## src/rtl/rr_adc_pkg.sv

```systemverilog
// Shared constants, types and helpers for the round-robin ADC averaging scaler.
package rr_adc_pkg;

    localparam int NUM_CHANNELS = 10;
    localparam int AVG_ROUNDS   = 64;
    localparam int SAMPLE_BITS  = 12;

    localparam int CH_BITS    = $clog2(NUM_CHANNELS);
    localparam int ROUND_BITS = (AVG_ROUNDS > 1) ? $clog2(AVG_ROUNDS) : 1;
    // A sum of AVG_ROUNDS samples stays below 2**SAMPLE_BITS * AVG_ROUNDS.
    localparam int SUM_BITS   = SAMPLE_BITS + $clog2(AVG_ROUNDS);

    localparam int GAIN_BITS     = 24;
    localparam int FRAC_BITS     = 24;
    localparam int VALUE_BITS    = 16;
    localparam int CHAN_FIELD_BITS = 4;
    localparam int PROD_BITS     = SUM_BITS + GAIN_BITS;
    localparam int SCALED_BITS   = PROD_BITS - FRAC_BITS;
    localparam int SAT_BITS      = ((SCALED_BITS > VALUE_BITS) ? SCALED_BITS : VALUE_BITS) + 1;
    localparam int MUL_CNT_BITS  = $clog2(SUM_BITS + 1);

    localparam int IN_TDATA_BITS  = ((SAMPLE_BITS + 7) / 8) * 8;
    localparam int OUT_TDATA_BITS = ((VALUE_BITS + 7) / 8) * 8;

    localparam int NUM_GAINS    = 6;
    localparam int CFG_IDX_BITS = 3;

    localparam logic [CFG_IDX_BITS-1:0] REG_CELL_GAIN      = 3'd0;
    localparam logic [CFG_IDX_BITS-1:0] REG_SOLAR_GAIN     = 3'd1;
    localparam logic [CFG_IDX_BITS-1:0] REG_MOTOR_ONE_GAIN = 3'd2;
    localparam logic [CFG_IDX_BITS-1:0] REG_MOTOR_TWO_GAIN = 3'd3;
    localparam logic [CFG_IDX_BITS-1:0] REG_BUCK_GAIN      = 3'd4;
    localparam logic [CFG_IDX_BITS-1:0] REG_SYSTEM_GAIN    = 3'd5;

    localparam logic [GAIN_BITS-1:0] GAIN_RESET [NUM_GAINS] = '{
        24'd264875, 24'd450560, 24'd198246, 24'd195789, 24'd102400, 24'd81920
    };

    // Control for the accumulator bank.
    typedef struct packed {
        logic               add_en;
        logic               clr_en;
        logic [CH_BITS-1:0] idx;
    } acc_ctl_t;

    // Start request for the serial multiplier.
    typedef struct packed {
        logic                 start;
        logic [GAIN_BITS-1:0] gain;
        logic [SUM_BITS-1:0]  sum;
    } mul_req_t;

    // Multiplier status and saturated result.
    typedef struct packed {
        logic                  busy;
        logic [VALUE_BITS-1:0] value;
    } mul_stat_t;

    // Maps a channel to the gain register that scales it.
    function automatic logic [CFG_IDX_BITS-1:0] gain_group(input logic [CH_BITS-1:0] ch);
        int c;
        c = int'(ch);
        if (c < 4) return REG_CELL_GAIN;
        if (c < 6) return REG_SOLAR_GAIN;
        if (c == 6) return REG_MOTOR_ONE_GAIN;
        if (c == 7) return REG_MOTOR_TWO_GAIN;
        if (c == 8) return REG_BUCK_GAIN;
        return REG_SYSTEM_GAIN;
    endfunction

endpackage

```

## src/rtl/rr_adc_accum.sv

```systemverilog
// Per-channel accumulator bank with the round-robin channel and round counters.
module rr_adc_accum (
    input  logic                              aclk,
    input  logic                              aresetn,
    input  rr_adc_pkg::acc_ctl_t              ctl,
    input  logic [rr_adc_pkg::SAMPLE_BITS-1:0] sample,
    output logic [rr_adc_pkg::SUM_BITS-1:0]   rd_sum,
    output logic                              burst
);

    logic [rr_adc_pkg::SUM_BITS-1:0]   sums_reg [rr_adc_pkg::NUM_CHANNELS];
    logic [rr_adc_pkg::CH_BITS-1:0]    cur_reg;
    logic [rr_adc_pkg::CH_BITS-1:0]    cur_next;
    logic [rr_adc_pkg::ROUND_BITS-1:0] round_reg;
    logic [rr_adc_pkg::ROUND_BITS-1:0] round_next;
    logic [rr_adc_pkg::CH_BITS-1:0]    sel;
    logic                              wrap;
    logic                              last_round;

    // One read port: the current channel while adding, the burst index otherwise.
    assign sel        = ctl.add_en ? cur_reg : ctl.idx;
    assign rd_sum     = sums_reg[sel];
    assign wrap       = (cur_reg == rr_adc_pkg::CH_BITS'(rr_adc_pkg::NUM_CHANNELS - 1));
    assign last_round = (round_reg == rr_adc_pkg::ROUND_BITS'(rr_adc_pkg::AVG_ROUNDS - 1));
    assign burst      = ctl.add_en && wrap && last_round;

    always_comb begin
        cur_next   = cur_reg;
        round_next = round_reg;
        if (ctl.add_en) begin
            if (wrap) begin
                cur_next   = '0;
                round_next = last_round ? '0 : round_reg + 1'b1;
            end else begin
                cur_next = cur_reg + 1'b1;
            end
        end
    end

    always_ff @(posedge aclk) begin
        if (!aresetn) begin
            cur_reg   <= '0;
            round_reg <= '0;
            for (int i = 0; i < rr_adc_pkg::NUM_CHANNELS; i++) begin
                sums_reg[i] <= '0;
            end
        end else begin
            cur_reg   <= cur_next;
            round_reg <= round_next;
            if (ctl.add_en) begin
                sums_reg[cur_reg] <= rd_sum + rr_adc_pkg::SUM_BITS'(sample);
            end else if (ctl.clr_en) begin
                sums_reg[ctl.idx] <= '0;
            end
        end
    end

endmodule

```

## src/rtl/rr_adc_smul.sv

```systemverilog
// Shift-and-add multiplier that takes one multiplier bit per cycle, with scaling and saturation.
module rr_adc_smul (
    input  logic                  aclk,
    input  logic                  aresetn,
    input  rr_adc_pkg::mul_req_t  req,
    output rr_adc_pkg::mul_stat_t stat
);

    localparam logic [rr_adc_pkg::SAT_BITS-1:0] VALUE_MAX =
        rr_adc_pkg::SAT_BITS'((1 << rr_adc_pkg::VALUE_BITS) - 1);

    logic [rr_adc_pkg::GAIN_BITS-1:0]    hi_reg;
    logic [rr_adc_pkg::SUM_BITS-1:0]     lo_reg;
    logic [rr_adc_pkg::GAIN_BITS-1:0]    gain_reg;
    logic [rr_adc_pkg::MUL_CNT_BITS-1:0] cnt_reg;
    logic                                busy_reg;
    logic [rr_adc_pkg::GAIN_BITS:0]      partial;
    logic [rr_adc_pkg::PROD_BITS-1:0]    product;
    logic [rr_adc_pkg::SAT_BITS-1:0]     scaled;

    assign partial = {1'b0, hi_reg} + (lo_reg[0] ? {1'b0, gain_reg} : '0);
    assign product = {hi_reg, lo_reg};
    assign scaled  = rr_adc_pkg::SAT_BITS'(product[rr_adc_pkg::PROD_BITS-1:rr_adc_pkg::FRAC_BITS]);

    assign stat.busy  = busy_reg;
    assign stat.value = (scaled > VALUE_MAX) ? '1 : scaled[rr_adc_pkg::VALUE_BITS-1:0];

    always_ff @(posedge aclk) begin
        if (!aresetn) begin
            busy_reg <= 1'b0;
            cnt_reg  <= '0;
        end else if (req.start) begin
            busy_reg <= 1'b1;
            cnt_reg  <= rr_adc_pkg::MUL_CNT_BITS'(rr_adc_pkg::SUM_BITS);
        end else if (busy_reg) begin
            cnt_reg <= cnt_reg - 1'b1;
            if (cnt_reg == rr_adc_pkg::MUL_CNT_BITS'(1)) begin
                busy_reg <= 1'b0;
            end
        end
    end

    // The product's low half shifts into the multiplier register as its bits retire.
    always_ff @(posedge aclk) begin
        if (req.start) begin
            hi_reg   <= '0;
            lo_reg   <= req.sum;
            gain_reg <= req.gain;
        end else if (busy_reg) begin
            hi_reg <= partial[rr_adc_pkg::GAIN_BITS:1];
            lo_reg <= {partial[0], lo_reg[rr_adc_pkg::SUM_BITS-1:1]};
        end
    end

endmodule

```

## src/rtl/round_robin_adc_average_scaler.sv

```systemverilog
// Top level: gain registers, burst sequencer and output register of the ADC averaging scaler.
//
//  channel  direction  handshake           payload
//  s_       in         s_tvalid/s_tready   s_tdata: sample
//  m_       out        m_tvalid/m_tready   m_tdata: value, m_tuser: channel, m_tlast
//  cfg_     in         cfg_valid/cfg_ready cfg_index, cfg_data: Q0.24 gain
//
// An input transfer that does not finish a block of rounds adds its sample to its channel's sum.
// The transfer that finishes the last round starts a burst over the ten channels, each one
// taken through load, 18 serial multiply steps and the result register; the burst stalls
// while the output register is full and m_tready is low; s_tready stays low until it is done.
// Reset is synchronous, active low, clears sums, counters and m_tvalid, and returns
// the gains to their reset values.
module round_robin_adc_average_scaler (
    input  logic                                      aclk,
    input  logic                                      aresetn,
    input  logic                                      s_tvalid,
    output logic                                      s_tready,
    input  logic [rr_adc_pkg::IN_TDATA_BITS-1:0]      s_tdata,   // [11:0] sample
    output logic                                      m_tvalid,
    input  logic                                      m_tready,
    output logic [rr_adc_pkg::OUT_TDATA_BITS-1:0]     m_tdata,   // [15:0] value
    output logic [rr_adc_pkg::CHAN_FIELD_BITS-1:0]    m_tuser,   // [3:0] channel
    output logic                                      m_tlast,
    input  logic                                      cfg_valid,
    output logic                                      cfg_ready,
    input  logic [rr_adc_pkg::CFG_IDX_BITS-1:0]       cfg_index,
    input  logic [rr_adc_pkg::GAIN_BITS-1:0]          cfg_data
);

    localparam logic [1:0] ST_IDLE = 2'd0;
    localparam logic [1:0] ST_LOAD = 2'd1;
    localparam logic [1:0] ST_MUL  = 2'd2;

    logic [1:0]                               state_reg;
    logic [1:0]                               state_next;
    logic [rr_adc_pkg::CH_BITS-1:0]           idx_reg;
    logic [rr_adc_pkg::CH_BITS-1:0]           idx_next;
    logic [rr_adc_pkg::GAIN_BITS-1:0]         gain_reg [rr_adc_pkg::NUM_GAINS];
    logic                                     m_tvalid_reg;
    logic [rr_adc_pkg::OUT_TDATA_BITS-1:0]    m_tdata_reg;
    logic [rr_adc_pkg::CHAN_FIELD_BITS-1:0]   m_tuser_reg;
    logic                                     m_tlast_reg;

    rr_adc_pkg::acc_ctl_t                     acc_ctl;
    rr_adc_pkg::mul_req_t                     mul_req;
    rr_adc_pkg::mul_stat_t                    mul_stat;
    logic [rr_adc_pkg::SUM_BITS-1:0]          rd_sum;
    logic                                     burst;
    logic                                     s_accept;
    logic                                     out_free;
    logic                                     emit;
    logic                                     last_ch;

    assign s_tready  = (state_reg == ST_IDLE);
    assign s_accept  = s_tvalid && s_tready;
    assign cfg_ready = 1'b1;
    assign out_free  = !m_tvalid_reg || m_tready;
    assign emit      = (state_reg == ST_MUL) && !mul_stat.busy && out_free;
    assign last_ch   = (idx_reg == rr_adc_pkg::CH_BITS'(rr_adc_pkg::NUM_CHANNELS - 1));

    assign acc_ctl.add_en = s_accept;
    assign acc_ctl.clr_en = (state_reg == ST_LOAD);
    assign acc_ctl.idx    = idx_reg;

    // The sum is read and cleared in the same cycle that the multiplier loads it.
    assign mul_req.start = (state_reg == ST_LOAD);
    assign mul_req.gain  = gain_reg[rr_adc_pkg::gain_group(idx_reg)];
    assign mul_req.sum   = rd_sum;

    assign m_tvalid = m_tvalid_reg;
    assign m_tdata  = m_tdata_reg;
    assign m_tuser  = m_tuser_reg;
    assign m_tlast  = m_tlast_reg;

    rr_adc_accum u_accum (
        .aclk    (aclk),
        .aresetn (aresetn),
        .ctl     (acc_ctl),
        .sample  (s_tdata[rr_adc_pkg::SAMPLE_BITS-1:0]),
        .rd_sum  (rd_sum),
        .burst   (burst)
    );

    rr_adc_smul u_smul (
        .aclk    (aclk),
        .aresetn (aresetn),
        .req     (mul_req),
        .stat    (mul_stat)
    );

    always_comb begin
        state_next = state_reg;
        idx_next   = idx_reg;
        unique case (state_reg)
            ST_IDLE: begin
                if (burst) begin
                    state_next = ST_LOAD;
                    idx_next   = '0;
                end
            end
            ST_LOAD: begin
                state_next = ST_MUL;
            end
            ST_MUL: begin
                if (emit) begin
                    if (last_ch) begin
                        state_next = ST_IDLE;
                    end else begin
                        state_next = ST_LOAD;
                        idx_next   = idx_reg + 1'b1;
                    end
                end
            end
            default: begin
                state_next = ST_IDLE;
            end
        endcase
    end

    always_ff @(posedge aclk) begin
        if (!aresetn) begin
            state_reg    <= ST_IDLE;
            idx_reg      <= '0;
            m_tvalid_reg <= 1'b0;
            for (int i = 0; i < rr_adc_pkg::NUM_GAINS; i++) begin
                gain_reg[i] <= rr_adc_pkg::GAIN_RESET[i];
            end
        end else begin
            state_reg <= state_next;
            idx_reg   <= idx_next;
            if (emit) begin
                m_tvalid_reg <= 1'b1;
            end else if (m_tready) begin
                m_tvalid_reg <= 1'b0;
            end
            // Writes to an index past the last gain register are dropped.
            if (cfg_valid && cfg_ready &&
                (cfg_index < rr_adc_pkg::CFG_IDX_BITS'(rr_adc_pkg::NUM_GAINS))) begin
                gain_reg[cfg_index] <= cfg_data;
            end
        end
    end

    always_ff @(posedge aclk) begin
        if (emit) begin
            m_tdata_reg <= rr_adc_pkg::OUT_TDATA_BITS'(mul_stat.value);
            m_tuser_reg <= rr_adc_pkg::CHAN_FIELD_BITS'(idx_reg);
            m_tlast_reg <= last_ch;
        end
    end

endmodule

```

## config.mk

```make
export PLATFORM = sky130hd
export DESIGN_NAME = round_robin_adc_average_scaler
export DESIGN_NICKNAME = d
export VERILOG_FILES = /design/src/rtl/rr_adc_pkg.sv /design/src/rtl/rr_adc_accum.sv /design/src/rtl/rr_adc_smul.sv /design/src/rtl/round_robin_adc_average_scaler.sv
export SDC_FILE = /design/constraint.sdc
export NUM_CORES = 1
export LEC_CHECK = 0
export BUFFER_PORTS_ARGS = -buffer_cell sky130_fd_sc_hd__buf_4
export CAP_MARGIN = 20
export CELL_PAD_IN_SITES_DETAIL_PLACEMENT = 0
export CELL_PAD_IN_SITES_GLOBAL_PLACEMENT = 1
export CORE_AREA = 2 2 221 223
export CTS_BUF_LIST = sky130_fd_sc_hd__clkbuf_16
export DETAILED_ROUTE_END_ITERATION = 10
export DIE_AREA = 0 0 223 225
export PLACE_DENSITY = 0.75
export SKIP_LAST_GASP = 1
export SYNTH_ARGS = -nofsm -noshare
export SYNTH_HDL_FRONTEND = slang
export SYNTH_SLANG_ARGS = --single-unit
```

## constraint.sdc

```tcl
create_clock -name aclk -period 8.9 [get_ports aclk]
set_clock_uncertainty 0.05 [all_clocks]
set_input_delay 1.78 -clock aclk [delete_from_list [all_inputs] [get_ports aclk]]
set_output_delay 1.78 -clock aclk [all_outputs]
set_load 0.01 [all_outputs]
```

==> results.json <==
{
  "status": "completed",
  "io_pins": 72,
  "worst-path-max-fanout": 10,
  "hold_class": "flop to flop",
  "p_per_area_nw_per_um2": 198,
  "synth-main-ff-cell": "edfxtp_1",
  "slowest_stage": "a211oi_1",
  "clkTransAtPathRegs_ns": 0.06,
  "async_reset_ff_frac": 0,
  "fin_crit_sh": 0.797,
  "layout_setup_ws_ns": 1.81,
  "max-clock-path-buffers": 3,
  "stdcell_area_sq_um": 27500,
  "ys_seq_elements": 542,
  "htreeDepth": 2,
  "clock_sinks": 542,
  "ys_top_cells_by_area": "edfxtp_1, mux4_2, nor2_1, mux2i_1, dfxtp_1",
  "yosys.area.top_type": "edfxtp_1",
  "worstPathRequired_ns": 9.18,
  "post_cts_buffers": 0,
  "synthTopCellsByCount": "edfxtp_1, nor2_1, nand2_1, mux2i_1, clkbuf_1",
  "critPathKind": "primary input to flop",
  "slew_headroom": 0.272,
  "syn_area_sq_um": 24600,
  "largest_reg_flops": 288,
  "die_h_microns": 225,
  "layout-drive-gt1-share": 0.154,
  "area_growth_pct": 11.7,
  "endpoint_kind": "flop",
  "path_cells": "buf_4 > nor3b_4 > buf_4 > mux2i_4 > buf_4 > mux4_2 > a211oi_1 > a31oi_1 > ha_1 > fa_1 > a21o_1 > a21oi_1 > o21bai_1 > a2111o_1 > a31o_2 > a21oi_1 > nor4_1 > xor2_1 > buf_4 > nor2_1",
  "synth_most_common_cell": "edfxtp_1",
  "rows": 80,
  "worst_slew_pin_slew_ns": 1.09,
  "arrival_ns": 7.37,
  "fin_tns_setup_ns": 0,
  "fill_cells": 3779,
  "total_leakage_power_uw": 0.0103,
  "drtAntennaViolNets": 0,
  "startpoint_type": "primary input",
  "cap_violations": 0,
  "port_buffers": 66,
  "drt_wl_total_microns": 54900,
  "cts-resized-gates": 0,
  "cts_inserted_buffers": 55,
  "dp_hpwl_microns": 35900,
  "ys_warn_count": 0,
  "core-area_sq_um": 47500,
  "num_vias": 14901,
  "setup_viol": 0,
  "netlist_instances": 1879,
  "timing.fmax_mhz": 141,
  "routedWlPerCell_microns": 21.2,
  "first_global_vias": 14717,
  "drc_errors": 0,
  "die_x_microns": 223,
  "drtIter0Drc": 1375,
  "vdd_ir_drop_max_mv": 0.140,
  "finalHoldViolCount": 0,
  "diodes": 0,
  "synth_top_area_frac": 0.605,
  "first_pass_iters": 5,
  "whs_ns": 0.445,
  "synth_edf_count": 495,
  "place_ws_ns": 1.17,
  "max_stage_delay_ns": 0.56,
  "gp_congestion": 0.837,
  "yosysUniqueCellTypes": 69,
  "start_util": 0.517,
  "avgSynthCellArea_sq_um": 13.1,
  "tritoncts": "yes",
  "clkLatencyLatePin_ns": 0.61,
  "placed_area_sq_um": 25800,
  "die_area_sq_um": 50200,
  "via_per_inst": 5.75,
  "ctsHoldBuffers": 0,
  "grt_max_degree": 73,
  "drv_slew": 0,
  "cts-root-buf": "clkbuf_16",
  "grt_overflow": 0,
  "rsz0062_at_grt": "no",
  "fin_nets": 2032,
  "cpMostUsedCell": "buf_4",
  "synth-seq-area-share": 0.643,
  "fin_crit_ns": 7.09,
  "synth_nets": 1972,
  "grt_usage": 0.222,
  "grt_pass1_wl_microns": 84800,
  "antenna_found_initial": 1
}
==> per-stage QoR <==
step           utilization  power (uW)  std cells
6_report             0.577        5430       2593
5_1_grt              0.577        5610       2593
4_1_cts              0.577        5470       2592
3_5_place_dp         0.543        3350       2496
3_3_place_gp         0.543        3330       2496
2_1_floorplan            -        3220       1879
==> cell families (layout without fill, tap and decap cells) <==
| group | after synthesis | after routing | share of synthesized area |
|---|---|---|---|
| and+or+nand+nor | 674 | 674 | 0.122 |
| DFF | 542 | 542 | 0.643 |
| other | 1 | 1 | 0.000153 |
| xor gates and xnor gates | 46 | 46 | 0.0167 |
| adders and majority gates | 45 | 45 | 0.0235 |
| AOI/OAI and AO/OA | 228 | 228 | 0.0634 |
| buffers and inverters | 163 | 262 | 0.0261 |
| muxes | 180 | 180 | 0.105 |
==> metal layers <==
layer / wire length [microns] / global-route usage
met1: 25000 / 0.328
met4: 731 / 0.0481
met2: 25300 / 0.351
met3: 3840 / 0.0362
met5: 0 / 0
==> layout make-up <==
class,instances,area [sq um],share of cell area
Sequential cell,542,15800,0.576
Multi-Input combinational cell,1174,8210,0.299
Clock buffer,55,1380,0.0501
Timing Repair Buffer,107,811,0.0295
Tap cell,615,769,0.0280
Clock inverter,41,265,0.00966
Inverter,59,221,0.00807
==> layout by cell type (no fill, tap or decap), types with 46 or more instances in the layout <==
cell,n
clkbuf_16,55
o21ai_0,47
nand2_1,215
mux4_2,59
inv_1,76
nor2_1,276
mux2i_1,93
buf_4,106
dfxtp_1,46
edfxtp_1,495
==> power breakdown <==
group / switching, uW / internal, uW
combinational: 235 / 145
sequential: 33.9 / 2880
clock: 934 / 1200
==> path summary, 6_finish.rpt <==
kind | startpoint | end | cells after the start | slack, ns
worst max-delay path | s_tvalid | u_accum.sums_reg[11][16] | 20 | 1.81
worst min-delay path | u_smul.hi_reg[0] | u_smul.hi_reg[0] | 2 | 0.45
worst max register to register | state_reg[0] | u_accum.sums_reg[11][16] | 19 | 2.65
worst min register to register | u_smul.hi_reg[0] | u_smul.hi_reg[0] | 2 | 0.45
==> critical path: cells and delay by family <==
| kind | cells | cell delay, ns |
|---|---|---|
| mux | 2 | 0.97 |
| buf+inv | 4 | 0.82 |
| xor+xnor | 1 | 0.15 |
| compound gates | 8 | 2.27 |
| simple gates | 3 | 0.66 |
| fa+ha+maj | 2 | 0.70 |
Power figures use the tool's default switching activity.
